## src/rtl/pbsr_pkg.sv

```systemverilog
`timescale 1ns / 1ps
// Package: shared types, constants and register codes of the balance speed regulator.
package pbsr_pkg;

    localparam int SUM_WIDTH   = 32;
    localparam int MAX_RUN     = 1024;
    localparam int COUNT_W     = $clog2(MAX_RUN + 1);
    localparam int SAMPLE_W    = 16;
    localparam int ERROR_W     = SAMPLE_W + 1;
    localparam int DELTA_W     = ERROR_W + 1;
    localparam int GAIN_W      = 24;
    localparam int SETPOINT_W  = 16;
    localparam int PERTURB_W   = 12;
    localparam int PLEN_W      = 10;
    localparam int LIMIT_W     = 11;
    localparam int SPEED_W     = 12;
    localparam int CFG_DATA_W  = 24;
    localparam int CFG_INDEX_W = 3;
    localparam int FRAC_W      = 8;

    localparam int PROD_I_W = GAIN_W + SUM_WIDTH;
    localparam int PROD_P_W = GAIN_W + ERROR_W;
    localparam int PROD_D_W = GAIN_W + DELTA_W;
    localparam int ACC_W    = PROD_I_W + 1;
    localparam int CMD_W    = ACC_W - FRAC_W + 1;

    localparam int QUEUE_DEPTH = 4;
    localparam int QUEUE_AW    = $clog2(QUEUE_DEPTH);

    localparam logic signed [GAIN_W-1:0]     GAIN_P_RESET   = -24'sd768;
    localparam logic signed [GAIN_W-1:0]     GAIN_D_RESET   = -24'sd51200;
    localparam logic signed [GAIN_W-1:0]     GAIN_I_RESET   = 24'sd0;
    localparam logic signed [SETPOINT_W-1:0] SETPOINT_RESET = 16'sd0;
    localparam logic signed [PERTURB_W-1:0]  PERTURB_RESET  = 12'sd100;
    localparam logic [PLEN_W-1:0]            PLEN_RESET     = 10'd128;
    localparam logic [LIMIT_W-1:0]           LIMIT_RESET    = 11'd1100;

    typedef enum logic [CFG_INDEX_W-1:0] {
        REG_GAIN_P   = 3'd0,
        REG_GAIN_D   = 3'd1,
        REG_GAIN_I   = 3'd2,
        REG_SETPOINT = 3'd3,
        REG_PERTURB  = 3'd4,
        REG_PLEN     = 3'd5,
        REG_LIMIT    = 3'd6
    } reg_index_t;

    typedef struct packed {
        logic signed [SAMPLE_W-1:0] accel_sample;
        logic                       first_of_run;
    } in_word_t;

    typedef struct packed {
        logic signed [SPEED_W-1:0] motor_speed;
        logic                      clamped;
        logic                      perturbed;
    } out_word_t;

    typedef struct packed {
        logic signed [GAIN_W-1:0]     gain_proportional;
        logic signed [GAIN_W-1:0]     gain_derivative;
        logic signed [GAIN_W-1:0]     gain_integral;
        logic signed [SETPOINT_W-1:0] setpoint;
        logic signed [PERTURB_W-1:0]  perturbation;
        logic [PLEN_W-1:0]            perturb_length;
        logic [LIMIT_W-1:0]           speed_limit;
    } cfg_t;

    typedef struct packed {
        logic signed [ERROR_W-1:0]   error;
        logic signed [DELTA_W-1:0]   delta;
        logic signed [SUM_WIDTH-1:0] sum;
        logic                        perturbed;
    } work_t;

endpackage

```

## src/rtl/pbsr_queue.sv

```systemverilog
`timescale 1ns / 1ps
// Short queue of error-term words between the front and back ends.
module pbsr_queue
    import pbsr_pkg::*;
(
    input  logic  clk,
    input  logic  rst_n,
    input  logic  wr,
    input  work_t wdata,
    input  logic  rd,
    output logic  full,
    output logic  valid,
    output work_t rdata
);

    work_t                mem [QUEUE_DEPTH];
    logic [QUEUE_AW-1:0]  wptr_reg;
    logic [QUEUE_AW-1:0]  wptr_next;
    logic [QUEUE_AW-1:0]  rptr_reg;
    logic [QUEUE_AW-1:0]  rptr_next;
    logic [QUEUE_AW:0]    count_reg;
    logic [QUEUE_AW:0]    count_next;

    always_comb
    begin
        wptr_next  = wr ? wptr_reg + 1'b1 : wptr_reg;
        rptr_next  = rd ? rptr_reg + 1'b1 : rptr_reg;
        count_next = count_reg + (QUEUE_AW+1)'(wr) - (QUEUE_AW+1)'(rd);
    end

    always_ff @(posedge clk)
    begin
        if (wr)
            mem[wptr_reg] <= wdata;
    end

    always_ff @(posedge clk or negedge rst_n)
    begin
        if (!rst_n)
        begin
            wptr_reg  <= '0;
            rptr_reg  <= '0;
            count_reg <= '0;
        end
        else
        begin
            wptr_reg  <= wptr_next;
            rptr_reg  <= rptr_next;
            count_reg <= count_next;
        end
    end

    assign full  = count_reg == (QUEUE_AW+1)'(QUEUE_DEPTH);
    assign valid = count_reg != '0;
    assign rdata = mem[rptr_reg];

endmodule

```

## config.mk

```make
export PLATFORM = sky130hd
export DESIGN_NAME = pbsr_queue
export DESIGN_NICKNAME = d
export VERILOG_FILES = /design/src/rtl/pbsr_pkg.sv /design/src/rtl/pbsr_queue.sv
export SDC_FILE = /design/constraint.sdc
export NUM_CORES = 1
export LEC_CHECK = 0
export BUFFER_PORTS_ARGS = -buffer_cell sky130_fd_sc_hd__buf_2
export CAP_MARGIN = 15
export CELL_PAD_IN_SITES_DETAIL_PLACEMENT = 0
export CELL_PAD_IN_SITES_GLOBAL_PLACEMENT = 1
export CORE_ASPECT_RATIO = 0.9
export CORE_MARGIN = 1.5
export CORE_UTILIZATION = 50
export DETAILED_ROUTE_END_ITERATION = 16
export PLACE_DENSITY_LB_ADDON = 0.1
export SYNTH_ARGS = -nofsm -noshare
export SYNTH_HDL_FRONTEND = slang
export SYNTH_SLANG_ARGS = --single-unit
```

## constraint.sdc

```tcl
create_clock -name clk -period 4.4 [get_ports clk]
set_input_delay 0.44 -clock clk [delete_from_list [all_inputs] [get_ports clk]]
set_output_delay 0.44 -clock clk [all_outputs]
set_load 0.03 [all_outputs]
```

==> results.cfg <==
[route]
viasPerCell = 5.39
drc = 0
avgRoutedWirePerCell_um = 21.0
drt_iter0_markers = 198
drt-total-wl_mm = 17.3
drt_first_pass_iters = 4
vias = 4454
drtAntennaViolNets = 0

[clock_network]
cts_buffers = 28
hold_buffers = 1
cts_tree = built
clockRootBuffer = clkbuf_16
cts.clk_slew.worst_paths_ns = 0.06
post_cts.repair.setup_buffers = 0
clkSinkCount = 279
cts.repair.resized = 0
cts_buffer_depth = 3
clk_latency_ns = 0.53
htree_levels = 1

[synth]
synth_top_area_share_pct = 79.5
yosysUniqueCellTypes = 17
synth_area_leader_cell = edfxtp_1
synth-simple-area-share_pct = 0.438
async_flop_share_pct = 2.51
synth_top_family_by_area = multiplexers
synth_seq_cells = 279
synth_compound_area_share_pct = 0.0487
netlist_area_um2 = 10300
ys.flop_type = edfxtp_1
yosysWarnings = 0
synth_seq_area_share_pct = 81.2
syn_nets = 469
syn_area_per_cell_um2 = 26.4
yosysMostFrequentCell = edfxtp_1
synthMuxAreaShare_pct = 14.9
synth_edf_count = 272
synth.area.top_cells = edfxtp_1 79%, mux4_2 15%, dfrtp_1 1.7%, buf_12 1.4%, ha_1 0.73%
ys_top_cells_by_count = 272 x edfxtp_1, 68 x mux4_2, 7 x buf_12, 7 x buf_2, 7 x dfrtp_1
synthAdderAreaFrac_pct = 0.925
syn_inst = 390
synthXorXnorAreaFrac_pct = 0.426

[final_layout]
area_delta_synth_final_pct = 17.5
largest_reg_flops = 272
utilization_pct = 60.2
layout.nets = 628
layout-drive-gt1-share_pct = 45.1
final_area_um2 = 12100

[die]
io_pins = 142
core_area_um2 = 20000
rows = 49
initial_core_util_pct = 51.3
die-area_um2 = 21400
die_h_um = 139
fp.dieW_um = 154

[power_and_ir_drop]
peakVddDrop_mv = 0.583
pwr-share-seq_pct = 43.7
p_clk_share_pct = 26.1
power.internal_w = 0.00589
total_leakage_power_nw = 4.17
p_per_area_nw_per_um2 = 728
swShare_pct = 33.0
p_comb_share_pct = 30.3
switchingPower_w = 0.00290

[worst_setup_path]
slowest_stage = dfrtp_4
crit_buf_inv = 2
critPathArrivalTime_ns = 2.65
crit_type = reg -> out
critPathCaptureType = output pin
r2r_setup_slack_ns = 2.25
crit_family = flip-flops
worstPathCellList = buf_12, mux4_2, buf_2
r2r_end = mem[0][22]$_DFFE_PP_
r2r_cells = 4
required_ns = 3.96
rr_startpoint = wptr_reg[0]$_DFFE_PN0P_
cp_max_fo = 40
cp-start-kind = flop
cpPeakStageDelay_ns = 0.99

[worst_hold_path]
hold_path_depth = 1
hold_start = wdata[0]
hp-class = in -> reg
whs_endpoint = mem[3][0]$_DFFE_PP_

[timing]
timing.fmax_ghz = 0.323
clock_skew_ns = 0.00571
finalCritPeriodShare_pct = 70.3
tightest_slew_ns = 1.10
setup_viol = 0
rsz0062_at_grt = no
fin_crit_ns = 3.09
setup_tns_ns = 0
hold_viol_final = 0
drv_slew = 0
max-slew-margin-rel_pct = 26.6

[global_routing]
overflow = 0
track_usage_pct = 16.5
grt_max_degree = 70
first_global_vias = 4836
antenna_found_initial = 1
grt_pass1_wl_mm = 26.7

[placement]
gp_congestion = 0.687
place_area_um2 = 11200
portBuffers = 141
dp_hpwl_mm = 9.64

[run_status]
status = completed

[flow_run]
maxCapViolations = 0
[worst max path at each step]
stage / slack [ns] / startpoint / to / depth (start not counted)
floorplan: 1.75 / wptr_reg[0]$_DFFE_PN0P_ / mem[0][0]$_DFFE_PP_ / 3
detailed placement: 1.77 / rptr_reg[0]$_DFFE_PN0P_ / rdata[20] / 3
CTS: 1.21 / rptr_reg[0]$_DFFE_PN0P_ / rdata[20] / 3
global route: 1.10 / rptr_reg[0]$_DFFE_PN0P_ / rdata[18] / 3
global placement: 1.77 / rptr_reg[0]$_DFFE_PN0P_ / rdata[20] / 3
finish: 1.31 / rptr_reg[0]$_DFFE_PN0P_ / rdata[18] / 3
[cell families (layout without fill, tap and decap cells)]
| logic type | count (synthesis) | count (layout) |
|---|---|---|
| other | 0 | 1 |
| AND/OR/NAND/NOR | 8 | 8 |
| multiplexers | 68 | 68 |
| adder cells (fa/ha/maj) | 7 | 7 |
| buffers and inverters | 22 | 202 |
| flip-flops | 279 | 279 |
| AO/OA/AOI/OAI | 1 | 1 |
| XOR/XNOR | 5 | 5 |
[stage by stage]
stage / total power (W) / instances / hold slack [ns] / setup WS [ns]
floorplan: 0.00596 / 390 / 0.144 / 1.75
global placement: 0.00661 / 773 / 0.280 / 1.77
detailed placement: 0.00664 / 773 / 0.284 / 1.77
CTS: 0.00894 / 825 / 0.103 / 1.21
global route: 0.00918 / 825 / 0.115 / 1.10
finish: 0.00880 / 826 / 0.122 / 1.31
[worst reg2reg max path: cells and delay by family, from the launching register on]
family | cells | cell delay (ns)
flops | 1 | 0.42
fa+ha+maj | 1 | 0.16
simple gates | 1 | 0.59
buf+inv | 2 | 0.63
[metal layers]
| metal | vias to the layer above | track usage (%) | routed length, µm | share of wire (%) |
|---|---|---|---|---|
| li1 | 1984 | - | - | - |
| met1 | 2326 | 22.1 | 7420 | 43 |
| met5 | - | 0 | 13 | 0.075 |
| met3 | 29 | 4.81 | 1120 | 6.5 |
| met4 | 2 | 4.14 | 357 | 2.1 |
| met2 | 113 | 27.1 | 8430 | 49 |
[layout by cell type (no fill, tap or decap)]
cell,netlist,final
clkbuf_16,0,29
mux4_2,68,68
dfrtp_4,0,2
o21ai_0,1,1
xnor2_1,2,2
inv_8,0,1
fa_1,1,1
nand2_1,2,2
dfrtp_1,7,5
diode_2,0,1
clkbuf_1,0,5
inv_1,6,6
buf_2,7,141
bufinv_16,0,3
and2_4,0,4
clkinv_1,0,7
buf_4,1,2
xor2_1,3,3
ha_1,6,6
or3_1,1,1
buf_12,7,1
edfxtp_1,272,272
clkinv_2,0,6
dlygate4sd3_1,0,1
and3_1,1,1
[final cells by class]
cell class | count | area (µm²)
multi-input combinational | 89 | 1730
timing repair buffer | 145 | 751
clock inverter | 17 | 158
antenna | 1 | 2.50
tap | 255 | 319
clock buffer | 34 | 744
sequential | 279 | 8350
inverter | 6 | 22.5
fill | 1438 | 7970
[power by group through the flow]
stage / clock network (W) / registers, W / logic (W)
floorplan: 0 / 0.00363 / 0.00233
global placement: 0 / 0.00389 / 0.00272
detailed placement: 0 / 0.00392 / 0.00272
CTS: 0.00235 / 0.00387 / 0.00273
global route: 0.00244 / 0.00392 / 0.00283
finish: 0.00229 / 0.00384 / 0.00266
Note: power is estimated with default switching activity, not from simulation.
