`src/rtl/pbsr_pkg.sv`:
```
`timescale 1ns / 1ps
// Package: shared types, constants and register codes of the balance speed regulator.
package pbsr_pkg;

    localparam int SUM_WIDTH   = 32;
    localparam int MAX_RUN     = 1024;
    localparam int COUNT_W     = $clog2(MAX_RUN + 1);
    localparam int SAMPLE_W    = 16;
    localparam int ERROR_W     = SAMPLE_W + 1;
    localparam int DELTA_W     = ERROR_W + 1;
    localparam int GAIN_W      = 24;
    localparam int SETPOINT_W  = 16;
    localparam int PERTURB_W   = 12;
    localparam int PLEN_W      = 10;
    localparam int LIMIT_W     = 11;
    localparam int SPEED_W     = 12;
    localparam int CFG_DATA_W  = 24;
    localparam int CFG_INDEX_W = 3;
    localparam int FRAC_W      = 8;

    localparam int PROD_I_W = GAIN_W + SUM_WIDTH;
    localparam int PROD_P_W = GAIN_W + ERROR_W;
    localparam int PROD_D_W = GAIN_W + DELTA_W;
    localparam int ACC_W    = PROD_I_W + 1;
    localparam int CMD_W    = ACC_W - FRAC_W + 1;

    localparam int QUEUE_DEPTH = 4;
    localparam int QUEUE_AW    = $clog2(QUEUE_DEPTH);

    localparam logic signed [GAIN_W-1:0]     GAIN_P_RESET   = -24'sd768;
    localparam logic signed [GAIN_W-1:0]     GAIN_D_RESET   = -24'sd51200;
    localparam logic signed [GAIN_W-1:0]     GAIN_I_RESET   = 24'sd0;
    localparam logic signed [SETPOINT_W-1:0] SETPOINT_RESET = 16'sd0;
    localparam logic signed [PERTURB_W-1:0]  PERTURB_RESET  = 12'sd100;
    localparam logic [PLEN_W-1:0]            PLEN_RESET     = 10'd128;
    localparam logic [LIMIT_W-1:0]           LIMIT_RESET    = 11'd1100;

    typedef enum logic [CFG_INDEX_W-1:0] {
        REG_GAIN_P   = 3'd0,
        REG_GAIN_D   = 3'd1,
        REG_GAIN_I   = 3'd2,
        REG_SETPOINT = 3'd3,
        REG_PERTURB  = 3'd4,
        REG_PLEN     = 3'd5,
        REG_LIMIT    = 3'd6
    } reg_index_t;

    typedef struct packed {
        logic signed [SAMPLE_W-1:0] accel_sample;
        logic                       first_of_run;
    } in_word_t;

    typedef struct packed {
        logic signed [SPEED_W-1:0] motor_speed;
        logic                      clamped;
        logic                      perturbed;
    } out_word_t;

    typedef struct packed {
        logic signed [GAIN_W-1:0]     gain_proportional;
        logic signed [GAIN_W-1:0]     gain_derivative;
        logic signed [GAIN_W-1:0]     gain_integral;
        logic signed [SETPOINT_W-1:0] setpoint;
        logic signed [PERTURB_W-1:0]  perturbation;
        logic [PLEN_W-1:0]            perturb_length;
        logic [LIMIT_W-1:0]           speed_limit;
    } cfg_t;

    typedef struct packed {
        logic signed [ERROR_W-1:0]   error;
        logic signed [DELTA_W-1:0]   delta;
        logic signed [SUM_WIDTH-1:0] sum;
        logic                        perturbed;
    } work_t;

endpackage

```
`src/rtl/pbsr_cfg.sv`:
```
`timescale 1ns / 1ps
// Configuration register file of the balance speed regulator.
module pbsr_cfg
    import pbsr_pkg::*;
(
    input  logic                   clk,
    input  logic                   rst_n,
    input  logic                   cfg_write,
    input  logic [CFG_INDEX_W-1:0] cfg_index,
    input  logic [CFG_DATA_W-1:0]  cfg_data,
    output cfg_t                   cfg
);

    cfg_t cfg_reg;
    cfg_t cfg_next;

    always_comb
    begin
        cfg_next = cfg_reg;
        if (cfg_write)
        begin
            unique case (reg_index_t'(cfg_index))
                REG_GAIN_P:   cfg_next.gain_proportional = cfg_data[GAIN_W-1:0];
                REG_GAIN_D:   cfg_next.gain_derivative   = cfg_data[GAIN_W-1:0];
                REG_GAIN_I:   cfg_next.gain_integral     = cfg_data[GAIN_W-1:0];
                REG_SETPOINT: cfg_next.setpoint          = cfg_data[SETPOINT_W-1:0];
                REG_PERTURB:  cfg_next.perturbation      = cfg_data[PERTURB_W-1:0];
                REG_PLEN:     cfg_next.perturb_length    = cfg_data[PLEN_W-1:0];
                REG_LIMIT:    cfg_next.speed_limit       = cfg_data[LIMIT_W-1:0];
                default:      cfg_next = cfg_reg;
            endcase
        end
    end

    always_ff @(posedge clk or negedge rst_n)
    begin
        if (!rst_n)
        begin
            cfg_reg.gain_proportional <= GAIN_P_RESET;
            cfg_reg.gain_derivative   <= GAIN_D_RESET;
            cfg_reg.gain_integral     <= GAIN_I_RESET;
            cfg_reg.setpoint          <= SETPOINT_RESET;
            cfg_reg.perturbation      <= PERTURB_RESET;
            cfg_reg.perturb_length    <= PLEN_RESET;
            cfg_reg.speed_limit       <= LIMIT_RESET;
        end
        else
        begin
            cfg_reg <= cfg_next;
        end
    end

    assign cfg = cfg_reg;

endmodule

```
`config.mk`:
```
export PLATFORM = sky130hd
export DESIGN_NAME = pbsr_cfg
export DESIGN_NICKNAME = d
export VERILOG_FILES = /design/src/rtl/pbsr_pkg.sv /design/src/rtl/pbsr_cfg.sv
export SDC_FILE = /design/constraint.sdc
export NUM_CORES = 1
export LEC_CHECK = 0
export BUFFER_PORTS_ARGS = -buffer_cell sky130_fd_sc_hd__buf_2
export CAP_MARGIN = 25
export CORE_ASPECT_RATIO = 1.25
export CORE_MARGIN = 2
export CORE_UTILIZATION = 56
export CTS_BUF_LIST = sky130_fd_sc_hd__clkbuf_2
export CTS_CLUSTER_SIZE = 30
export DETAILED_ROUTE_END_ITERATION = 10
export PLACE_DENSITY = 0.87
export SYNTH_ARGS = -nofsm -noshare
export SYNTH_HDL_FRONTEND = slang
export SYNTH_SLANG_ARGS = --single-unit
```
`constraint.sdc`:
```
create_clock -name clk -period 1.9 [get_ports clk]
set_clock_uncertainty 0.2 [all_clocks]
set_input_delay 0.285 -clock clk [delete_from_list [all_inputs] [get_ports clk]]
set_output_delay 0.285 -clock clk [all_outputs]
set_load 0.01 [all_outputs]
```
==> flow_summary.json, run 1 <==
{
  "grt_pass1_vias": 3247,
  "yosysSeqAreaShare_pct": 66.0,
  "worstPathMaxFanout": 7,
  "hp-class": "in2async",
  "rr_startpoint": "cfg[47]",
  "die_w_um": 85.5,
  "yosys_warnings": 0,
  "clk_pin_slew_ps": 170,
  "p_leak_nw": 2.96,
  "post-synth-top-area-fraction_pct": 46.8,
  "vias": 3010,
  "gp_congestion": 0.741,
  "cts_max_path_buffers": 2,
  "gr-usage-met2_pct": 40.0,
  "r2r-end": "cfg[47]",
  "diodes": 0,
  "critPathLaunch": "cfg_index[1]",
  "critPathCaptureType": "flip-flop",
  "cts_root_buf": "clkbuf_2",
  "finalPower_w": 0.00711,
  "hpwl_mm": 6.71,
  "final_nets": 490,
  "grt_overflow": 0,
  "setup_viol": 0,
  "critPathBufInv": 4,
  "cp_common_cell": "dlygate4sd3_1",
  "worstSkewPairLatency_ps": 630,
  "drt_iter0_markers": 94,
  "grt_pass1_wl_mm": 16.7,
  "rr_worst_depth": 2,
  "drc": 0,
  "syn_inst": 261,
  "drtPass1Iterations": 4,
  "busiest_layer": "met2",
  "setup_slack_ps": 28.3,
  "wl_per_cell_um": 19.2,
  "grt_max_degree": 122,
  "setup_tns_ps": 0,
  "ff2ff_setup_slack_ps": 380,
  "wl_mm": 11.0,
  "postSynthAreaPerCell_um2": 17.8,
  "cp.depth": 6,
  "post_cts.repair.setup_buffers": 0,
  "synth_fp_nets": 291,
  "start_util_pct": 57.1,
  "antenna_found_initial": 0,
  "finalHoldViolCount": 0,
  "slowest_delay_ps": 550,
  "ir_worst_vdd_uv": 745,
  "path_class": "in2reg",
  "cts_tree": "done",
  "rsz0062_at_grt": "true",
  "areaGrowthSynthToFinish_pct": 35.0,
  "tightest_slew_ps": 617,
  "finalCriticalPeriod_ps": 1870,
  "ys_types": 13,
  "yosys-top-cells-area": "dfrtp_1 (47%), mux2_2 (28%), dfstp_2 (19%), buf_6 (1.9%), mux2_4 (1.3%)",
  "met3_usage_pct": 9.47,
  "drive_above_1_share_pct": 73.4,
  "status": "complete, no violations",
  "slowest_stage": "dlygate4sd3_1",
  "syn_area_um2": 4650,
  "post-route-util_pct": 77.1,
  "dieHeight_um": 106,
  "critPathTopFamily": "buffers and inverters",
  "finalMaxSlewViolations": 0,
  "dp_slack_ps": 186,
  "grt_use_total_pct": 24.5,
  "via_per_inst": 5.28,
  "grt_use_met1_pct": 30.6,
  "required_ps": 2230,
  "yosysTopAreaCell": "dfrtp_1",
  "cp_data_arrival_time_ps": 2200,
  "coreArea_um2": 8150,
  "max_freq_mhz": 534,
  "cts_sinks": 121,
  "slew_headroom_pct": 58.9,
  "largest_reg_flops": 121,
  "path_cells": "dlygate4sd3_1 -> buf_2 -> nand4b_2 -> buf_4 -> mux2_2 -> dlygate4sd3_1",
  "placed_cells": 507,
  "max-cap-violations": 0,
  "ios": 151,
  "crit_end": "cfg[46]",
  "fin_crit_sh_pct": 98.5,
  "p_per_area_nw_per_um2": 1130,
  "portBuffers": 150,
  "startpoint_type": "primary input",
  "core.rowCount": 37,
  "ys_ff_latch": 121,
  "final_cells": 570,
  "htreeDepth": 4,
  "die-area_um2": 9060,
  "postRouteAntennaNets": 0,
  "cts_made_buffers": 17
}
[stage by stage]
stage	hold WS (ps)	area [um2]
floorplan	-211	4650
global placement	213	5550
detailed placement	228	5550
CTS	2.41	6090
global route	18.6	6280
finish	81.4	6280
[cell type report]
class                   instances  area (um2)
repair buffers                192        1380
clock inverters                11         130
multi-input cells             128        1470
fillers                       479        1870
well taps                      97         121
clock buffers                  21         105
flip-flops and latches        121        3070
[power breakdown]
part           internal (W)  switching (W)  total (W)
clock              0.000736       0.000890    0.00163
sequential          0.00326       0.000331    0.00359
combinational       0.00107       0.000831    0.00190
[worst min-delay path, stage by stage]
cell and delay [ps]:
dlygate4sd3_1 530, buf_4 120, buf_12 450
[kinds of logic after synthesis]
kind of cell / synth area share [%]
multiplexers: 29.6
AND/OR/NAND/NOR: 2.02
flip-flops: 66.0
buffers and inverters: 2.42
[per-layer routing]
layer | vias up | wire [um]
met2 | 127 | 5580
li1 | 1330 | -
met4 | 0 | 128
met5 | - | 0
met3 | 14 | 848
met1 | 1539 | 4420
[repair_timing]
item,4_1_cts,5_1_grt
hold buffers,31,0
hold endpoints to repair,242,0
setup endpoints to repair,0,30
resized for setup,0,31
[how the worst min path moves through the flow]
| stage | end | start | slack, ps | cells after the start |
|---|---|---|---|---|
| after floorplan | cfg[0] | rst_n | -210 | 0 |
| after global placement | cfg[68] | rst_n | 210 | 2 |
| after detailed placement | cfg[68] | rst_n | 230 | 2 |
| after CTS | cfg[112] | cfg_index[2] | 2 | 4 |
| after global routing | cfg[112] | cfg_index[2] | 20 | 4 |
| final | cfg[1] | rst_n | 80 | 3 |
[placed cells by master, fill, tap and decap left out, drive strengths merged]
cell         synthesis  routed
and4bb               3       3
buf                 12     161
bufinv               0       3
clkbuf               0      21
clkinv               0       8
dfrtp               87      87
dfstp               34      34
dlygate4sd3          0      31
mux2               121     121
nand4b               3       3
nor4b                1       1
[synth_stat cells]
master    instances
mux2_2          116
dfrtp_1          87
dfstp_2          34
buf_6             8
mux2_4            4
buf_2             3
and4bb_1          2
nand4b_1          2
and4bb_2          1
buf_4             1
mux2_1            1
nand4b_2          1
nor4b_4           1
No activity file was read; power rests on OpenSTA's default activity.
==> inputs of run 2 (changes only) <==
--- a/config.mk
+++ b/config.mk
@@ -6,13 +6,14 @@
 export NUM_CORES = 1
 export LEC_CHECK = 0
+export ABC_AREA = 1
 export BUFFER_PORTS_ARGS = -buffer_cell sky130_fd_sc_hd__buf_2
 export CAP_MARGIN = 25
 export CORE_ASPECT_RATIO = 1.25
 export CORE_MARGIN = 2
-export CORE_UTILIZATION = 56
+export CORE_UTILIZATION = 57
 export CTS_BUF_LIST = sky130_fd_sc_hd__clkbuf_2
 export CTS_CLUSTER_SIZE = 30
 export DETAILED_ROUTE_END_ITERATION = 10
-export PLACE_DENSITY = 0.87
+export PLACE_DENSITY = 0.88
 export SYNTH_ARGS = -nofsm -noshare
 export SYNTH_HDL_FRONTEND = slang
==> constraint.sdc (replaced) <==
create_clock -name clk -period 1.9 [get_ports clk]
set_clock_uncertainty 0.2 [all_clocks]
set_input_delay 0.285 -clock clk [delete_from_list [all_inputs] [get_ports clk]]
set_output_delay 0.285 -clock clk [all_outputs]
set_load 0.02 [all_outputs]
==> flow_summary.json, run 2 <==
{
  "ios": 151,
  "final_common_cell": "nand2_1",
  "grt_max_degree": 51,
  "async_reset_ff_share_pct": 100,
  "ir_worst_vdd_uv": 821,
  "setup_slack_ps": -27.0,
  "cp_data_arrival_time_ps": 2310,
  "yosysSeqAreaShare_pct": 64.0,
  "diodes": 0,
  "max_freq_mhz": 519,
  "finalHoldViolCount": 0,
  "drive_above_1_share_pct": 32.1,
  "clk_pin_slew_ps": 160,
  "startpoint_type": "primary input",
  "final_nets": 770,
  "finalMaxSlewViolations": 0,
  "worstSkewPairLatency_ps": 640,
  "grt_use_total_pct": 32.8,
  "cts_root_buf": "clkbuf_2",
  "finalCriticalPeriod_ps": 1930,
  "postRouteAntennaNets": 0,
  "gp_congestion": 0.917,
  "placed_cells": 769,
  "hpwl_mm": 9.14,
  "fin_crit_sh_pct": 101,
  "yosys-top-cells-area": "dfrtp_1 (45%), nand2_1 (23%), dfstp_2 (19%), nand3_1 (8.8%), buf_2 (2.6%)",
  "drtPass1Iterations": 5,
  "via_per_inst": 5.44,
  "path_class": "in2reg",
  "cts_sinks": 121,
  "status": "finished with violations",
  "ys.flop_type": "dfrtp_1",
  "areaGrowthSynthToFinish_pct": 39.2,
  "fin_area_um2": 6670,
  "synth_fp_nets": 567,
  "slew_headroom_pct": 60.4,
  "cts_max_path_buffers": 2,
  "mostFrequentLayoutCells": "nand2_1 (291), buf_2 (115), dfrtp_1 (87)",
  "largest_reg_flops": 121,
  "antenna_found_initial": 0,
  "portBuffers": 150,
  "dieHeight_um": 107,
  "synthTopCellsByCount": "nand2_1 (291), dfrtp_1 (87), nand3_1 (84)",
  "rsz0062_at_grt": "true",
  "yosys_warnings": 0,
  "critPathCaptureType": "flip-flop",
  "grt_overflow": 0,
  "wl_per_cell_um": 17.7,
  "yosysTopAreaCell": "dfrtp_1",
  "drt_iter0_markers": 367,
  "grt_pass1_wl_mm": 22.8,
  "required_ps": 2290,
  "syn_area_um2": 4790,
  "violations": "negative setup slack",
  "final_cells": 850,
  "drc": 0,
  "ys_ff_latch": 121,
  "p_per_area_nw_per_um2": 1140,
  "p_leak_nw": 3.67,
  "die_w_um": 86.0,
  "synth_most_common_cell": "nand2_1",
  "core.rowCount": 37,
  "die-area_um2": 9170,
  "hp-class": "in2reg",
  "htreeDepth": 4,
  "placed_cell_area_um2": 5680,
  "start_util_pct": 58.5,
  "cts_tree": "done",
  "syn_inst": 537,
  "ys_types": 12,
  "post-synth-top-area-fraction_pct": 45.4,
  "coreArea_um2": 8190,
  "worstPathMaxFanout": 29,
  "cts_made_buffers": 17,
  "tightest_slew_ps": 593,
  "vias": 4620,
  "synth_edf_count": 0,
  "grt_pass1_vias": 4585,
  "wl_mm": 15.0,
  "postSynthAreaPerCell_um2": 8.93,
  "setup_viol": 7,
  "max-cap-violations": 0
}
[run 2: changes by cell type in the layout (fill, tap and decap cells not counted), sizes merged, moves of 6 or more]
cell,before,now
inv,0,6
buf,161,169
nand2,0,291
nand3,0,84
nor2,0,7
dlygate4sd3,31,42
mux2,121,0
[run 2: path summary, 6_finish.rpt]
kind | startpoint | endpoint | slack [ps] | cells after the start
worst max-delay path | cfg_index[0] | cfg[120] | -30 | 7
worst min-delay path | cfg_data[13] | cfg[46] | 240 | 4
worst max register to register | cfg[18] | cfg[18] | 830 | 3
worst min register to register | cfg[109] | cfg[109] | 280 | 2
max in group asynchronous | rst_n | cfg[116] | 580 | 4
min in group asynchronous | rst_n | cfg[91] | 540 | 3
[run 2: critical path, cell delays in order]
cell	delay, ps
dlygate4sd3_1	570
buf_2	190
nor2_4	280
buf_12	220
nand3_1	100
dlygate4sd3_1	580
nand2_1	70
[run 2: metal layers]
layer  track usage (%)  share of wire [%]  wire length [um]  vias to the layer above
met5                 0                  0                 0                        -
li1                  -                  -                 -                     2097
met2              55.1                 52              7770                      288
met1              40.3                 36              5480                     2197
met4              12.4                2.7               410                        0
met3              8.93                9.0              1360                       38
[run 2: cell type report]
| class | count | area (um2) |
|---|---|---|
| clock buffer | 19 | 95.1 |
| clock inverter | 13 | 201 |
| fill | 489 | 1520 |
| inverter | 6 | 22.5 |
| multi-input combinational | 382 | 1570 |
| sequential | 121 | 3070 |
| tap | 97 | 121 |
| timing repair buffer | 212 | 1590 |
[run 2: kinds of logic after synthesis]
family | Yosys count | synth area share [%]
AND/OR/NAND/NOR | 382 | 32.6
buffers and inverters | 34 | 3.39
flip-flops | 121 | 64.0
[run 2: power by group]
part	total, W	leakage (nW)	switching, W	internal, W
clock	0.00196	0.160	0.000961	0.000994
sequential	0.00348	1.45	0.000325	0.00316
combinational	0.00214	2.06	0.00134	0.000806
total	0.00758	3.67	0.00262	0.00496
[run 2: per-stage QoR]
stage | util (%) | power (W) | setup TNS [ps] | worst slack [ps] | hold slack, ps
final | 81.4 | 0.00758 | -101 | -27.0 | 241
after global routing | 81.4 | 0.00792 | -711 | -60.8 | 157
after CTS | 79.4 | 0.00739 | 0 | 0.638 | 167
after detailed placement | 69.3 | 0.00533 | 0 | 210 | 67.9
after global placement | 69.3 | 0.00526 | 0 | 318 | 54.4
after floorplan | - | 0.00452 | 0 | 588 | -211
[run 2: what timing repair did]
action | 4_1_cts | 5_1_grt
hold buffers | 45 | 0
gates resized for setup | 27 | 41
pin swaps | 0 | 1
setup buffers | 0 | 5
endpoints found under the setup margin | 24 | 58
hold endpoints to repair | 242 | 0
==> inputs of run 3 (changes only) <==
Settings changed: CORE_UTILIZATION 57 to 45, CTS_CLUSTER_SIZE 30 to default, PLACE_DENSITY 0.88 to 0.72.
Clock period 1.9 ns to 1.82 ns, I/O delays scaled along.
==> flow_summary.json, run 3 (same netlist as run 2, synthesis figures left out) <==
{
  "status": "finished with violations",
  "violations": "negative setup slack",
  "ff2ff_setup_slack_ps": 790,
  "vias": 4473,
  "die_w_um": 96.3,
  "critPathLaunch": "cfg[2]",
  "portBuffers": 150,
  "slowest_stage": "dfstp_2",
  "p_leak_nw": 3.68,
  "clk_pin_slew_ps": 190,
  "cts_root_buf": "clkbuf_2",
  "core.rowCount": 42,
  "coreArea_um2": 10500,
  "critPathBufInv": 1,
  "gr-usage-met2_pct": 41.8,
  "rr_startpoint": "cfg[112]",
  "cp_data_arrival_time_ps": 1380,
  "fin_crit_sh_pct": 102,
  "max-cap-violations": 0,
  "placed_cell_area_um2": 5710,
  "required_ps": 1350,
  "drive_above_1_share_pct": 32.8,
  "worstPathMaxFanout": 2,
  "critPathCaptureType": "primary output",
  "setup_viol": 9,
  "areaGrowthSynthToFinish_pct": 41.0,
  "final_common_cell": "nand2_1",
  "drc": 0,
  "cts_made_buffers": 17,
  "path_class": "reg2out",
  "grt_pass1_wl_mm": 22.2,
  "critPathTopFamily": "flip-flops",
  "startpoint_type": "flip-flop",
  "cts_tree": "done",
  "die-area_um2": 11500,
  "finalCriticalPeriod_ps": 1850,
  "finalHoldViolCount": 0,
  "grt_max_degree": 122,
  "wl_mm": 14.5,
  "fin_area_um2": 6760,
  "mostFrequentLayoutCells": "nand2_1 (291), buf_2 (90), dfrtp_1 (87)",
  "dieHeight_um": 119,
  "grt_use_met1_pct": 31.3,
  "p_per_area_nw_per_um2": 1140,
  "slowest_delay_ps": 590,
  "hold_path_end": "cfg[91]",
  "hpwl_mm": 9.16,
  "path_cells": "buf_6",
  "largest_reg_flops": 121,
  "via_per_inst": 5.08,
  "cts_max_path_buffers": 2,
  "ios": 151,
  "slew_headroom_pct": 58.6,
  "drtPass1Iterations": 5,
  "grt_overflow": 0,
  "ir_worst_vdd_uv": 721,
  "tightest_slew_ps": 621,
  "diodes": 0,
  "max_freq_mhz": 540,
  "min_from": "cfg_data[18]",
  "finalPower_w": 0.00773,
  "setup_slack_ps": -33.5,
  "met3_usage_pct": 7.91,
  "final_nets": 765,
  "htreeDepth": 4,
  "hp-class": "in2reg",
  "grt_use_total_pct": 25.7,
  "grt_pass1_vias": 4343,
  "finalMaxSlewViolations": 0,
  "cts_sinks": 121,
  "whs_path_depth": 4,
  "r2r-end": "cfg[112]",
  "setup_tns_ps": -139,
  "antenna_found_initial": 0,
  "busiest_layer": "met2",
  "drt_iter0_markers": 247,
  "gp_congestion": 0.846,
  "rr_worst_depth": 3,
  "wl_per_cell_um": 16.4,
  "start_util_pct": 45.6,
  "postRouteAntennaNets": 0,
  "rsz0062_at_grt": "true",
  "worstSkewPairLatency_ps": 650
}
run 3: changes by cell type in the layout (fill, tap and decap cells not counted), moves of 2 or more:
| cell | before | now |
|---|---|---|
| buf_6 | 33 | 60 |
| clkinv_1 | 1 | 4 |
| buf_4 | 17 | 20 |
| buf_8 | 0 | 2 |
| bufinv_16 | 5 | 3 |
| buf_2 | 115 | 90 |
| dlygate4sd3_1 | 42 | 33 |
| buf_12 | 4 | 2 |
run 3: worst max path at each step:
stage / endpoint / slack (ps) / depth (start not counted)
final: cfg[2] / -30 / 1
after global routing: cfg[2] / -140 / 1
after CTS: cfg[84] / -90 / 1
after detailed placement: cfg[35] / 270 / 6
after global placement: cfg[39] / 360 / 6
after floorplan: cfg[100] / 520 / 7
run 3: report_power, final:
part           leakage [nW]  internal (W)  switching [W]  total (W)
clock network         0.132      0.000749       0.000985    0.00173
registers              1.45       0.00329       0.000353    0.00365
logic                  2.10      0.000981        0.00137    0.00235
total                  3.68       0.00502        0.00271    0.00773
run 3: final cells by class:
| cell class | count | area, um2 |
|---|---|---|
| clock buffers | 18 | 90.1 |
| clock inverters | 14 | 156 |
| fillers | 848 | 3750 |
| flip-flops and latches | 121 | 3070 |
| repair buffers | 207 | 1680 |
| well taps | 132 | 165 |
| multi-input cells | 382 | 1580 |
| inverters | 6 | 22.5 |
run 3: metrics by stage:
step           worst slack [ps]  hold slack, ps  cells  utilization, %
6_report                  -33.5             214    880            64.3
4_1_cts                   -89.4            11.5    870            61.7
2_1_floorplan               520            -223    537               -
5_1_grt                    -137             129    880            64.3
3_5_place_dp                266             217    806            54.3
3_3_place_gp                361             211    806            54.3
run 3: layer usage:
| metal | up-vias | wire length (um) |
|---|---|---|
| li1 | 2083 | - |
| met4 | 0 | 459 |
| met3 | 33 | 1300 |
| met2 | 211 | 7290 |
| met5 | - | 0 |
| met1 | 2146 | 5410 |
run 3: worst min-delay path, cell delays in order:
cell,delay [ps]
dlygate4sd3_1,530
buf_2,150
nand3_1,80
nand2_1,50
run 3: repair_timing:
action                                  4_1_cts  5_1_grt
hold buffers                                 32        1
setup buffers                                 0        9
pin swaps                                     0        1
resized for setup                            68       61
endpoints found under the setup margin       34       84
endpoints found under the hold margin       242        6
