--- src/rtl/pbsr_pkg.sv ---
`timescale 1ns / 1ps
// Package: shared types, constants and register codes of the balance speed regulator.
package pbsr_pkg;

    localparam int SUM_WIDTH   = 32;
    localparam int MAX_RUN     = 1024;
    localparam int COUNT_W     = $clog2(MAX_RUN + 1);
    localparam int SAMPLE_W    = 16;
    localparam int ERROR_W     = SAMPLE_W + 1;
    localparam int DELTA_W     = ERROR_W + 1;
    localparam int GAIN_W      = 24;
    localparam int SETPOINT_W  = 16;
    localparam int PERTURB_W   = 12;
    localparam int PLEN_W      = 10;
    localparam int LIMIT_W     = 11;
    localparam int SPEED_W     = 12;
    localparam int CFG_DATA_W  = 24;
    localparam int CFG_INDEX_W = 3;
    localparam int FRAC_W      = 8;

    localparam int PROD_I_W = GAIN_W + SUM_WIDTH;
    localparam int PROD_P_W = GAIN_W + ERROR_W;
    localparam int PROD_D_W = GAIN_W + DELTA_W;
    localparam int ACC_W    = PROD_I_W + 1;
    localparam int CMD_W    = ACC_W - FRAC_W + 1;

    localparam int QUEUE_DEPTH = 4;
    localparam int QUEUE_AW    = $clog2(QUEUE_DEPTH);

    localparam logic signed [GAIN_W-1:0]     GAIN_P_RESET   = -24'sd768;
    localparam logic signed [GAIN_W-1:0]     GAIN_D_RESET   = -24'sd51200;
    localparam logic signed [GAIN_W-1:0]     GAIN_I_RESET   = 24'sd0;
    localparam logic signed [SETPOINT_W-1:0] SETPOINT_RESET = 16'sd0;
    localparam logic signed [PERTURB_W-1:0]  PERTURB_RESET  = 12'sd100;
    localparam logic [PLEN_W-1:0]            PLEN_RESET     = 10'd128;
    localparam logic [LIMIT_W-1:0]           LIMIT_RESET    = 11'd1100;

    typedef enum logic [CFG_INDEX_W-1:0] {
        REG_GAIN_P   = 3'd0,
        REG_GAIN_D   = 3'd1,
        REG_GAIN_I   = 3'd2,
        REG_SETPOINT = 3'd3,
        REG_PERTURB  = 3'd4,
        REG_PLEN     = 3'd5,
        REG_LIMIT    = 3'd6
    } reg_index_t;

    typedef struct packed {
        logic signed [SAMPLE_W-1:0] accel_sample;
        logic                       first_of_run;
    } in_word_t;

    typedef struct packed {
        logic signed [SPEED_W-1:0] motor_speed;
        logic                      clamped;
        logic                      perturbed;
    } out_word_t;

    typedef struct packed {
        logic signed [GAIN_W-1:0]     gain_proportional;
        logic signed [GAIN_W-1:0]     gain_derivative;
        logic signed [GAIN_W-1:0]     gain_integral;
        logic signed [SETPOINT_W-1:0] setpoint;
        logic signed [PERTURB_W-1:0]  perturbation;
        logic [PLEN_W-1:0]            perturb_length;
        logic [LIMIT_W-1:0]           speed_limit;
    } cfg_t;

    typedef struct packed {
        logic signed [ERROR_W-1:0]   error;
        logic signed [DELTA_W-1:0]   delta;
        logic signed [SUM_WIDTH-1:0] sum;
        logic                        perturbed;
    } work_t;

endpackage

--- src/rtl/pbsr_front.sv ---
`timescale 1ns / 1ps
// Front end: accepts samples, keeps the run state and forms error terms.
module pbsr_front
    import pbsr_pkg::*;
(
    input  logic     clk,
    input  logic     rst_n,
    input  cfg_t     cfg,
    input  logic     accept,
    input  in_word_t item,
    output work_t    work
);

    localparam logic signed [SUM_WIDTH:0] SUM_MAX = (SUM_WIDTH+1)'((64'sd1 <<< (SUM_WIDTH-1)) - 1);
    localparam logic signed [SUM_WIDTH:0] SUM_MIN = -SUM_MAX - (SUM_WIDTH+1)'(1);

    logic signed [ERROR_W-1:0]   prev_error_reg;
    logic signed [ERROR_W-1:0]   prev_error_next;
    logic signed [SUM_WIDTH-1:0] error_sum_reg;
    logic signed [SUM_WIDTH-1:0] error_sum_next;
    logic [COUNT_W-1:0]          count_reg;
    logic [COUNT_W-1:0]          count_next;

    logic signed [ERROR_W-1:0]   prev_base;
    logic signed [SUM_WIDTH-1:0] sum_base;
    logic [COUNT_W-1:0]          count_base;
    logic signed [ERROR_W-1:0]   error;
    logic signed [SUM_WIDTH:0]   sum_wide;
    logic signed [SUM_WIDTH-1:0] sum_sat;

    always_comb
    begin
        prev_base  = item.first_of_run ? '0 : prev_error_reg;
        sum_base   = item.first_of_run ? '0 : error_sum_reg;
        count_base = item.first_of_run ? '0 : count_reg;

        error    = ERROR_W'(item.accel_sample) - ERROR_W'(cfg.setpoint);
        sum_wide = (SUM_WIDTH+1)'(sum_base) + (SUM_WIDTH+1)'(error);
        if (sum_wide > SUM_MAX)
            sum_sat = SUM_MAX[SUM_WIDTH-1:0];
        else if (sum_wide < SUM_MIN)
            sum_sat = SUM_MIN[SUM_WIDTH-1:0];
        else
            sum_sat = sum_wide[SUM_WIDTH-1:0];

        work.error     = error;
        work.delta     = DELTA_W'(error) - DELTA_W'(prev_base);
        work.sum       = sum_sat;
        work.perturbed = count_base < COUNT_W'(cfg.perturb_length);

        prev_error_next = prev_error_reg;
        error_sum_next  = error_sum_reg;
        count_next      = count_reg;
        if (accept)
        begin
            prev_error_next = error;
            error_sum_next  = sum_sat;
            count_next      = (count_base < COUNT_W'(MAX_RUN)) ? count_base + 1'b1
                                                               : count_base;
        end
    end

    always_ff @(posedge clk or negedge rst_n)
    begin
        if (!rst_n)
        begin
            prev_error_reg <= '0;
            error_sum_reg  <= '0;
            count_reg      <= '0;
        end
        else
        begin
            prev_error_reg <= prev_error_next;
            error_sum_reg  <= error_sum_next;
            count_reg      <= count_next;
        end
    end

endmodule

--- config.mk ---
export PLATFORM = sky130hd
export DESIGN_NAME = pbsr_front
export DESIGN_NICKNAME = d
export VERILOG_FILES = /design/src/rtl/pbsr_pkg.sv /design/src/rtl/pbsr_front.sv
export SDC_FILE = /design/constraint.sdc
export NUM_CORES = 1
export LEC_CHECK = 0
export BUFFER_PORTS_ARGS = -buffer_cell sky130_fd_sc_hd__buf_2
export CORE_MARGIN = 3
export CORE_UTILIZATION = 55
export DETAILED_ROUTE_END_ITERATION = 8
export GPL_TIMING_DRIVEN = 0
export PLACE_DENSITY = 0.82
export SLEW_MARGIN = 20
export SYNTH_ARGS = -nofsm -noshare
export SYNTH_HDL_FRONTEND = slang
export SYNTH_SLANG_ARGS = --single-unit
--- constraint.sdc ---
create_clock -name clk -period 16.9 [get_ports clk]
set_input_delay 1.69 -clock clk [delete_from_list [all_inputs] [get_ports clk]]
set_output_delay 1.69 -clock clk [all_outputs]
set_load 0.005 [all_outputs]
==> run metrics, run 1 <==
Setup crit end=work[29]; Max Clock Freq=0.1042 GHz; post-synthesis cell type count=78; hold path cells=1; CTS tree=done; critical path fanouts, max=10; Crit. path cell count=26; hpwl dp=14490 um; max-slew violation count=0; clock sink total=60; CTS resizes=0; GP Congestion=between 0.9 and 1; clk buf depth=2; Iter 0 DRT Violations=roughly 660; Most Crowded Layer GR=met2; WL per Instance=roughly 17 um; period utilisation layout=56.81%; CP Buf/Inv Count=6; Worst-Skew Late Latency=between 0.3 and 0.4 ns; clock skew=approximately 0.0071 ns; Clk pin slew, worst setup/hold paths=approximately 0.050 ns; core footprint=roughly 0.012 mm^2; clock root cell=clkbuf_16; post-synthesis sequential area ratio=roughly 22%; met3 global-route usage=4.833%; reg2reg end=error_sum_reg[9]; Setup crit end kind=output pin; Tot GR Track Use=~28%; FF-to-FF setup slack=around 13 ns; Final Hold Violating Endpoints=0; nets=1184; min-delay src=error_sum_reg[0]; number of synthesized flops with an enable pin=0; prevailing post-synth register cell=dfrtp_1; kind of cell adding the most delay to the critical path=compound AO/OA/AOI/OAI gates; GRT met2 Usage=43.33%; chip width=117.2 um; leak pwr=about 3.8 nW; area grow syn2layout=15.96%; endpoints failing setup=0; Worst Setup SP=cfg[37]; Pwr Total=approximately 0.0011 W; Worst-Margin Slew=1.071 ns; design area=a little under 0.008 mm^2; largest net degree at the start of global routing=between 60 and 70; status=complete, no violations; Max Cap Viol=0; worst stage delay on the critical path=~0.44 ns; Syn Nets=1060; share of layout cells above drive strength 1=between 20 and 25%; Tmin final=between 9 and 10 ns; dpl cells=between 1000 and 1500; WP data required=15.21 ns; cell accounting for the most synthesized area=dfrtp_1; reg-to-reg startpoint=error_sum_reg[12]; post-synthesis cell area=0.006795 mm^2; total grt overflow=0; die height=117.2 um; Area contributors post-synth=dfrtp_1 22%, ha_1 12%, nor2b_1 5.0%, xnor2_1 4.9%, a21oi_1 4.7%; slowest cell on the critical path=o211ai_1; drt pass-1 iters=5; initial cell density of the core=a little under 60%; # IOs=209; FF+latch count, synth=60; Via-to-Cell Ratio=roughly 5.9; R2R depth=14; max FFs per register=32; antenna violations before repair=0; synth cell count leaders=85 x nand2_1, 73 x nor2_1, 67 x ha_1; H-tree depth=3; first-pass GRT wire length=about 30000 um; Placed Area=0.007569 mm^2; Hold/Removal Path Class=reg2reg; Diodes inserted=0; clock buffer count from CTS=9; Post-Place Worst Slack=about 7.5 ns; final setup TNS=0 ns; Rows=39; Max IR drop VDD=about 0.000094 V; area fraction of the dominant cell type after synthesis=about 22%; Syn Inst Count=approximately 850; critical path class=in2out; post-CTS setup buffer count=0; via count=slightly below 7000; Mapped Avg Cell Area=roughly 8 um^2; antenna viol nets, final=0; most common cell in the synthesized netlist=nand2_1; Critical Path AT=a little under 8 ns; Routed WL=approximately 19000 um; RSZ-0062 raised after global routing=no; # DRC=0; Syn. warnings=0; slew margin rel.=between 20% and 30%; grt met1 use=39.16%; Worst Slack Setup Final=approximately 7.3 ns; vias in the first global route=about 6200; Pwr per Cell Area=about 140 mW/mm^2; Post-CTS Hold Buffers=0; Non-Filler Instances=1141; IO Port Bufs=~110; Die ar.=between 0.01 and 0.015 mm^2; ys async rst share=100.0%; startpoint types=input pin
[cell families after synthesis]
| group | synth area share [%] |
|---|---|
| adders and majority gates | 13.37 |
| DFF | 22.10 |
| AOI/OAI and AO/OA | 24.73 |
| buffers and inverters | 5.395 |
| muxes | 5.634 |
| and+or+nand+nor | 21.95 |
| xor gates and xnor gates | 6.831 |
[worst min path at each step]
stage / to
finish: error_sum_reg[0]
floorplan: error_sum_reg[0]
global placement: error_sum_reg[0]
CTS: error_sum_reg[0]
global route: prev_error_reg[9]
detailed placement: error_sum_reg[0]
[area by class of cell]
| cell class | instances | area, um^2 |
|---|---|---|
| multi-input combinational | 700 | 4927 |
| fill | 1026 | 3880 |
| sequential | 60 | 1501 |
| timing repair buffer | 113 | 568.0 |
| clock buffer | 12 | 266.5 |
| tap | 164 | 205.2 |
| inverter | 54 | 202.7 |
| buffer | 35 | 163.9 |
| clock inverter | 3 | 45.04 |
[stage by stage]
stage / util (%) / hold WS (ns)
floorplan: - / 0.4486
global placement: 64.34 / 0.4642
detailed placement: 64.36 / 0.4674
CTS: 67.01 / 0.4840
global route: 67.01 / 0.5164
finish: 67.01 / 0.4887
[layout by cell type, fill, tap and decap left out, drive strengths merged, types with 5 or more instances in the layout]
cell type,synthesis,routed
buf,12,125
nand2,86,86
a21oi,74,74
nor2,73,73
ha,67,67
dfrtp,60,60
nor2b,54,54
inv,54,54
o21ai,51,51
xnor2,38,38
clkbuf,23,35
a21o,32,32
mux2,27,27
nand3,25,25
nor3,20,20
xor2,15,15
o21a,11,11
and3,9,9
o211ai,9,9
nand2b,8,8
a31oi,7,7
a21boi,6,6
o31ai,6,6
or3,5,5
nand4,5,5
o21bai,5,5
mux2i,5,5
[layer usage]
| metal | part of all wire, % | vias up |
|---|---|---|
| met5 | 0 | - |
| met4 | 3.0 | 0 |
| met3 | 8.6 | 57 |
| met2 | 43 | 289 |
| met1 | 45 | 3139 |
| li1 | - | 3253 |
[where the power goes]
part	internal [W]	switching [W]	total (W)
Combinational	0.000315	0.000409	0.000724
Clock	0.000125	0.0000702	0.000196
Sequential	0.000192	0.0000253	0.000217
Note: power is estimated with default switching activity, not from simulation.
==> run 2: changes to the inputs <==
ABC_AREA = 1   (was not set)
CORE_UTILIZATION = 53   (was 55)
PLACE_DENSITY = 0.79   (was 0.82)
clock period = 9.4 ns   (was 16.9 ns; I/O delays follow)
==> run 2 against run 1 <==
Flip-flop and latch count is the same. Total power rose by 95%. Clock-buffer cell count rose by 1. Clock power increased by 79%.
==> run metrics, run 2 <==
status=complete, no violations; # DRC=0 (unchanged); Worst-Skew Late Latency=0.33 ns (about the same); via count=7109 (+5.5%); clock root cell=clkbuf_16; critical path class=in2out; post-synthesis sequential area ratio=22.18% (+0.082 points); post-CTS setup buffer count=0 (unchanged); number of synthesized flops with an enable pin=0 (unchanged); drt pass-1 iters=5 (unchanged); slew margin rel.=52.99% (+24 points); RSZ-0062 raised after global routing=no; reg2reg end=error_sum_reg[17]; startpoint types=input pin; Via-to-Cell Ratio=5.197 (-12%); Hold/Removal Path Class=reg2reg; initial cell density of the core=55.21% (-2.6 points); critical path fanouts, max=10 (unchanged); Pwr per Cell Area=281.7 mW/mm^2 (+95%); Final Hold Violating Endpoints=0 (unchanged); Routed WL=18760 um (-1.4%); Worst-Margin Slew=0.7052 ns (-0.3659 ns); Syn Inst Count=1074 (+27%); antenna violations before repair=0 (unchanged); Diodes inserted=0 (unchanged); Post-CTS Hold Buffers=0 (unchanged); Syn. warnings=0 (unchanged); largest net degree at the start of global routing=32 (-48%); slowest cell on the critical path=buf_1; Syn Nets=1285 (+21%); hold path cells=2 (+1); max-slew violation count=0 (unchanged); reg-to-reg startpoint=error_sum_reg[0]; period utilisation layout=between 60% and 70%; prevailing post-synth register cell=dfrtp_1; CTS resizes=0 (unchanged); most common cell after layout, fill and taps aside=nand2_1; min-delay src=error_sum_reg[7]; Mapped Avg Cell Area=6.304 um^2 (-21%); Max Cap Viol=0 (unchanged); H-tree depth=3 (unchanged); Max IR drop VDD=0.0002012 V (+110%); Die ar.=0.01417 mm^2 (+3.2%); leak pwr=4.591 nW (+21%); Setup crit end kind=output pin; Iter 0 DRT Violations=520 (-21%); final setup TNS=0 ns (unchanged); IO Port Bufs=111 (-1.8%); Non-Filler Instances=1368 (+20%); chip width=119.0 um (+1.6%); area grow syn2layout=16.23%; Area contributors post-synth=dfrtp_1 22%, nand2_1 21%, ha_1 12%, inv_1 8.7%, xor2_1 5.7%; clock buffer count from CTS=9 (unchanged); design area=0.007869 mm^2 (-0.14%); clock sink total=60 (unchanged); most used cell, CP=nand2_1; hpwl dp=15160 um (+4.6%); # IOs=209 (unchanged); FF+latch count, synth=60 (unchanged); die height=119.0 um (+1.6%); dpl cells=1354 (+20%); max FFs per register=32 (unchanged); WL per Instance=13.71 um (-18%); WP data required=8.46 ns (-6.75 ns); total grt overflow=0 (unchanged); Critical Path, Cell by Cell=clkbuf_1, clkbuf_1, clkbuf_1, buf_1, nor2_1, ha_1, inv_1, fa_1, nand3_1, nand2_1, a21oi_1, o21bai_1, a21oi_1, o21ai_0, nand2_1, nand3b_1, nand2_1, o21ai_0, nand3_1, nand2_1, xor2_1, buf_2; R2R depth=24 (+10); share of layout cells above drive strength 1=14.58% (-5.8 points); FF-to-FF setup slack=5.75 ns (-6.80 ns); clk buf depth=2 (unchanged); clock skew=0.004271 ns (-0.002859 ns); endpoints failing setup=0 (unchanged); Util after Layout=64.17% (-2.8 points); Tmin final=~6.4 ns; antenna viol nets, final=0 (unchanged); Critical Path AT=5.48 ns (-2.43 ns); Worst Hold Endpoint=error_sum_reg[7]; Fillers=1176 (+15%); synth cell count leaders=374 x nand2_1, 157 x inv_1, 95 x nor2_1; vias in the first global route=6632 (+7.1%); nets=1408 (+19%); first-pass GRT wire length=31680 um (+4.6%); Tot GR Track Use=27.02% (-0.71 points); area fraction of the dominant cell type after synthesis=22.18% (+0.082 points); CTS tree=done; core footprint=0.01226 mm^2 (+4.3%); worst stage delay on the critical path=0.60 ns (+0.16 ns); ys async rst share=100.0% (unchanged); cell accounting for the most synthesized area=dfrtp_1; commonest cells after routing, fill and taps aside=374 x nand2_1, 157 x inv_1, 116 x buf_2; post-synthesis cell type count=39 (-50%); Rows=40 (+2.6%); GP Congestion=0.9414 (+1.1%); Max Clock Freq=between 0.15 and 0.2 GHz; Placed Area=0.007559 mm^2 (-0.13%); Clk pin slew, worst setup/hold paths=0.05 ns (about the same); most common cell in the synthesized netlist=nand2_1; post-synthesis cell area=0.006770 mm^2 (-0.37%)
## run 2: cell count changes after synthesis, sizes merged, moves of 11 or more
cell and delta:
nor3 -16, xor2 +29, nor2b -54, nor2 +26
nand2 +315, a21o -29, nand3 +34, o21ai -21
inv +104, xnor2 -25, mux2 -27, clkbuf -11
## run 2: critical path, delay by kind of cell
kind	cells	cell delay [ns]
buf+inv	6	2.10
xor+xnor	1	0.13
compound gates	5	1.08
fa+ha+maj	2	0.42
simple gates	8	0.80
## run 2: report_power, final
part / total, W / internal (W) / switching [W]
registers: 0.000389 / 0.000345 / 0.0000440
logic: 0.00148 / 0.000567 / 0.000911
clock network: 0.000350 / 0.000231 / 0.000118
total: 0.00222 / 0.00114 / 0.00107
## run 2: per-layer routing
metal  wire length, um  GRT usage (%)  share of wire (%)
met5                 0              0                  0
met4               307          7.603                1.6
met3              1382          4.131                7.4
met2              8072          41.50                 43
met1              8998          39.37                 48
## run 2: cell families after synthesis
group                    share of synthesized area (%)
adder cells (fa/ha/maj)                          13.27
buffers and inverters                            11.11
flip-flops                                       22.18
AND/OR/NAND/NOR                                  36.06
XOR/XNOR                                         7.374
AO/OA/AOI/OAI                                    10.02
## run 2: how the worst max path moves through the flow
stage | startpoint | to | cells after the start
after floorplan | item[1] | work[10] | 29
after global placement | item[0] | work[47] | 22
after detailed placement | item[0] | work[47] | 22
after CTS | item[0] | work[47] | 22
after global routing | item[0] | work[47] | 22
final | item[0] | work[47] | 22
## run 2: cell type report
type / count / area [um^2] / share of cell area [%]
Buffer: 28 / 158.9 / 2.019
Clock buffer: 13 / 280.3 / 3.562
Clock inverter: 1 / 30.03 / 0.3816
Inverter: 158 / 593.1 / 7.537
Multi-Input combinational cell: 828 / 4517 / 57.40
Sequential cell: 60 / 1501 / 19.08
Tap cell: 168 / 210.2 / 2.671
Timing Repair Buffer: 112 / 578.1 / 7.346
## run 2: through the flow
stage               hold WS, ns  power, W  worst slack (ns)
floorplan                0.4488  0.001376             4.290
global placement         0.4615  0.001827             3.168
detailed placement       0.4652  0.001847             3.085
CTS                      0.4797  0.002213             3.073
global route             0.4976  0.002422             2.539
finish                   0.4771  0.002217             2.980
==> run 3: changes to the inputs <==
ABC_AREA = 0   (was 1)
clock period = 6.5 ns   (was 9.4 ns; I/O delays follow)
==> run 3 against run 2 <==
Cell count shrank 16%. Largest cell class unchanged. Utilization grew 1.8 points. Flip-flop and latch count is the same. Register-to-register slack lost 3.4 ns. Highest routed layer unchanged.
==> run metrics, run 3 (same netlist as run 1, synthesis figures left out) <==
period utilisation layout=roughly 97%; H-tree depth=3 (unchanged); clock skew=0.005249 ns (+0.0009775 ns); # DRC=0 (unchanged); core footprint=0.01226 mm^2 (unchanged); Die ar.=0.01422 mm^2 (+0.35%); # IOs=209 (unchanged); Max Clock Freq=0.1594 GHz; reg-to-reg startpoint=error_sum_reg[0]; clock buffer count from CTS=9 (unchanged); Worst-Margin Slew=0.9380 ns (+0.2328 ns); Routed WL=18710 um (-0.25%); hold_ws=0.1973 ns (-0.2798 ns); hpwl dp=14450 um (-4.6%); Max Cap Viol=0 (unchanged); commonest cells after routing, fill and taps aside=115 x buf_2, 85 x nand2_1, 72 x nor2_1; max FFs per register=32 (unchanged); Worst-Skew Late Latency=0.33 ns (about the same); share of layout cells above drive strength 1=22.76% (+8.2 points); Post-CTS Hold Buffers=0 (unchanged); endpoints failing setup=0 (unchanged); chip width=119.2 um (+0.18%); Iter 0 DRT Violations=575 (+11%); critical path class=in2out; WL per Instance=16.24 um (+18%); max-slew violation count=0 (unchanged); Setup crit end=work[29]; antenna viol nets, final=0 (unchanged); total grt overflow=0 (unchanged); largest net degree at the start of global routing=43 (+34%); GP Congestion=0.9306 (-1.1%); R2R depth=19 (-21%); Final Hold Violating Endpoints=0 (unchanged); clk buf depth=2 (unchanged); IO Port Bufs=113 (+1.8%); reg2reg end=error_sum_reg[27]; WP data required=5.85 ns (-2.61 ns); Rows=40 (unchanged); CTS tree=done; Clk pin slew, worst setup/hold paths=0.05 ns (about the same); worst stage delay on the critical path=0.34 ns (-0.26 ns); critical path fanouts, max=10 (unchanged); clock root cell=clkbuf_16; Via-to-Cell Ratio=5.747 (+11%); leak pwr=3.886 nW (-15%); area grow syn2layout=19.00%; nets=1190 (-15%); Tot GR Track Use=25.78% (-1.2 points); Post-Place Worst Slack=-0.8509 ns (-3.936 ns); Diodes inserted=0 (unchanged); Tmin final=about 6.3 ns; via count=6621 (-6.9%); die height=119.2 um (+0.18%); drt pass-1 iters=5 (unchanged); Hold/Removal Path Class=in2async; Worst Slack Setup Final=0.2255 ns (-2.754 ns); antenna violations before repair=0 (unchanged); most common cell after layout, fill and taps aside=buf_2; slowest cell on the critical path=ha_1; Max IR drop VDD=0.0002802 V (+39%); startpoint types=input pin; clock sink total=60 (unchanged); Setup crit end kind=output pin; Worst Setup SP=cfg[37]; vias in the first global route=6154 (-7.2%); Pwr per Cell Area=372.3 mW/mm^2 (+32%); FF-to-FF setup slack=2.36 ns (-3.39 ns); status=complete, no violations; slew margin rel.=36.89% (-16 points); Critical Path AT=5.62 ns (+0.14 ns); first-pass GRT wire length=30080 um (-5.0%); initial cell density of the core=55.42% (+0.20 points)
## run 3: cell types whose count changed in the layout (fill, tap and decap cells not counted), sizes merged, moves of 29 or more
cell   previous run  this run
nand2           401        86
inv             158        54
nor2b             0        54
nand3            59        25
a21o              3        32
xor2             44        15
## run 3: stage by stage
| stage | utilization [%] | cell area (um^2) | power (W) | TNS, ns | instances |
|---|---|---|---|---|---|
| after global placement | 61.74 | 7571 | 0.002354 | -17.98 | 1130 |
| after CTS | 65.22 | 7998 | 0.002968 | 0 | 1151 |
| after detailed placement | 61.93 | 7594 | 0.002393 | -19.85 | 1131 |
| after floorplan | - | 6795 | 0.001845 | 0 | 849 |
| after global routing | 65.95 | 8087 | 0.003252 | -0.01484 | 1152 |
| final | 65.95 | 8087 | 0.003010 | 0 | 1152 |
## run 3: what timing repair did
action,4_1_cts,5_1_grt
resized for setup,14,17
setup buffers,4,3
endpoints found under the setup margin,31,31
pin swaps,3,3
## run 3: area by class of cell
class	instances	area (um^2)
multi-input cells	700	5015
fillers	1083	4175
flip-flops and latches	60	1501
repair buffers	121	653.1
clock buffers	11	252.7
well taps	168	210.2
inverters	54	202.7
plain buffers	33	167.7
clock inverters	5	83.83
## run 3: per-layer routing
layer	up-vias	GRT usage, %	share of wire [%]
met5	-	0	0
met4	0	5.865	1.8
met3	26	6.315	7.3
met2	221	40.23	44
met1	3106	36.12	47
li1	3268	-	-
## run 3: worst min path at each step
stage | slack (ns) | end | from
CTS | 0.20 | error_sum_reg[25] | rst_n
global placement | 0.46 | error_sum_reg[0] | error_sum_reg[0]
finish | 0.20 | error_sum_reg[25] | rst_n
global route | 0.21 | error_sum_reg[25] | rst_n
detailed placement | 0.47 | error_sum_reg[0] | error_sum_reg[0]
floorplan | 0.35 | count_reg[0] | rst_n
## run 3: worst max-delay path, delay by kind of cell
| family | cells | cell delay [ns] |
|---|---|---|
| muxes | 1 | 0.27 |
| xor gates and xnor gates | 1 | 0.13 |
| adders and majority gates | 2 | 0.66 |
| buffers and inverters | 7 | 0.84 |
| and+or+nand+nor | 3 | 0.66 |
| AOI/OAI and AO/OA | 13 | 2.40 |
## run 3: where the power goes
group	switching, W	internal, W	total [W]
Sequential	0.0000641	0.000499	0.000563
Combinational	0.00106	0.000848	0.00191
Clock	0.000184	0.000357	0.000541
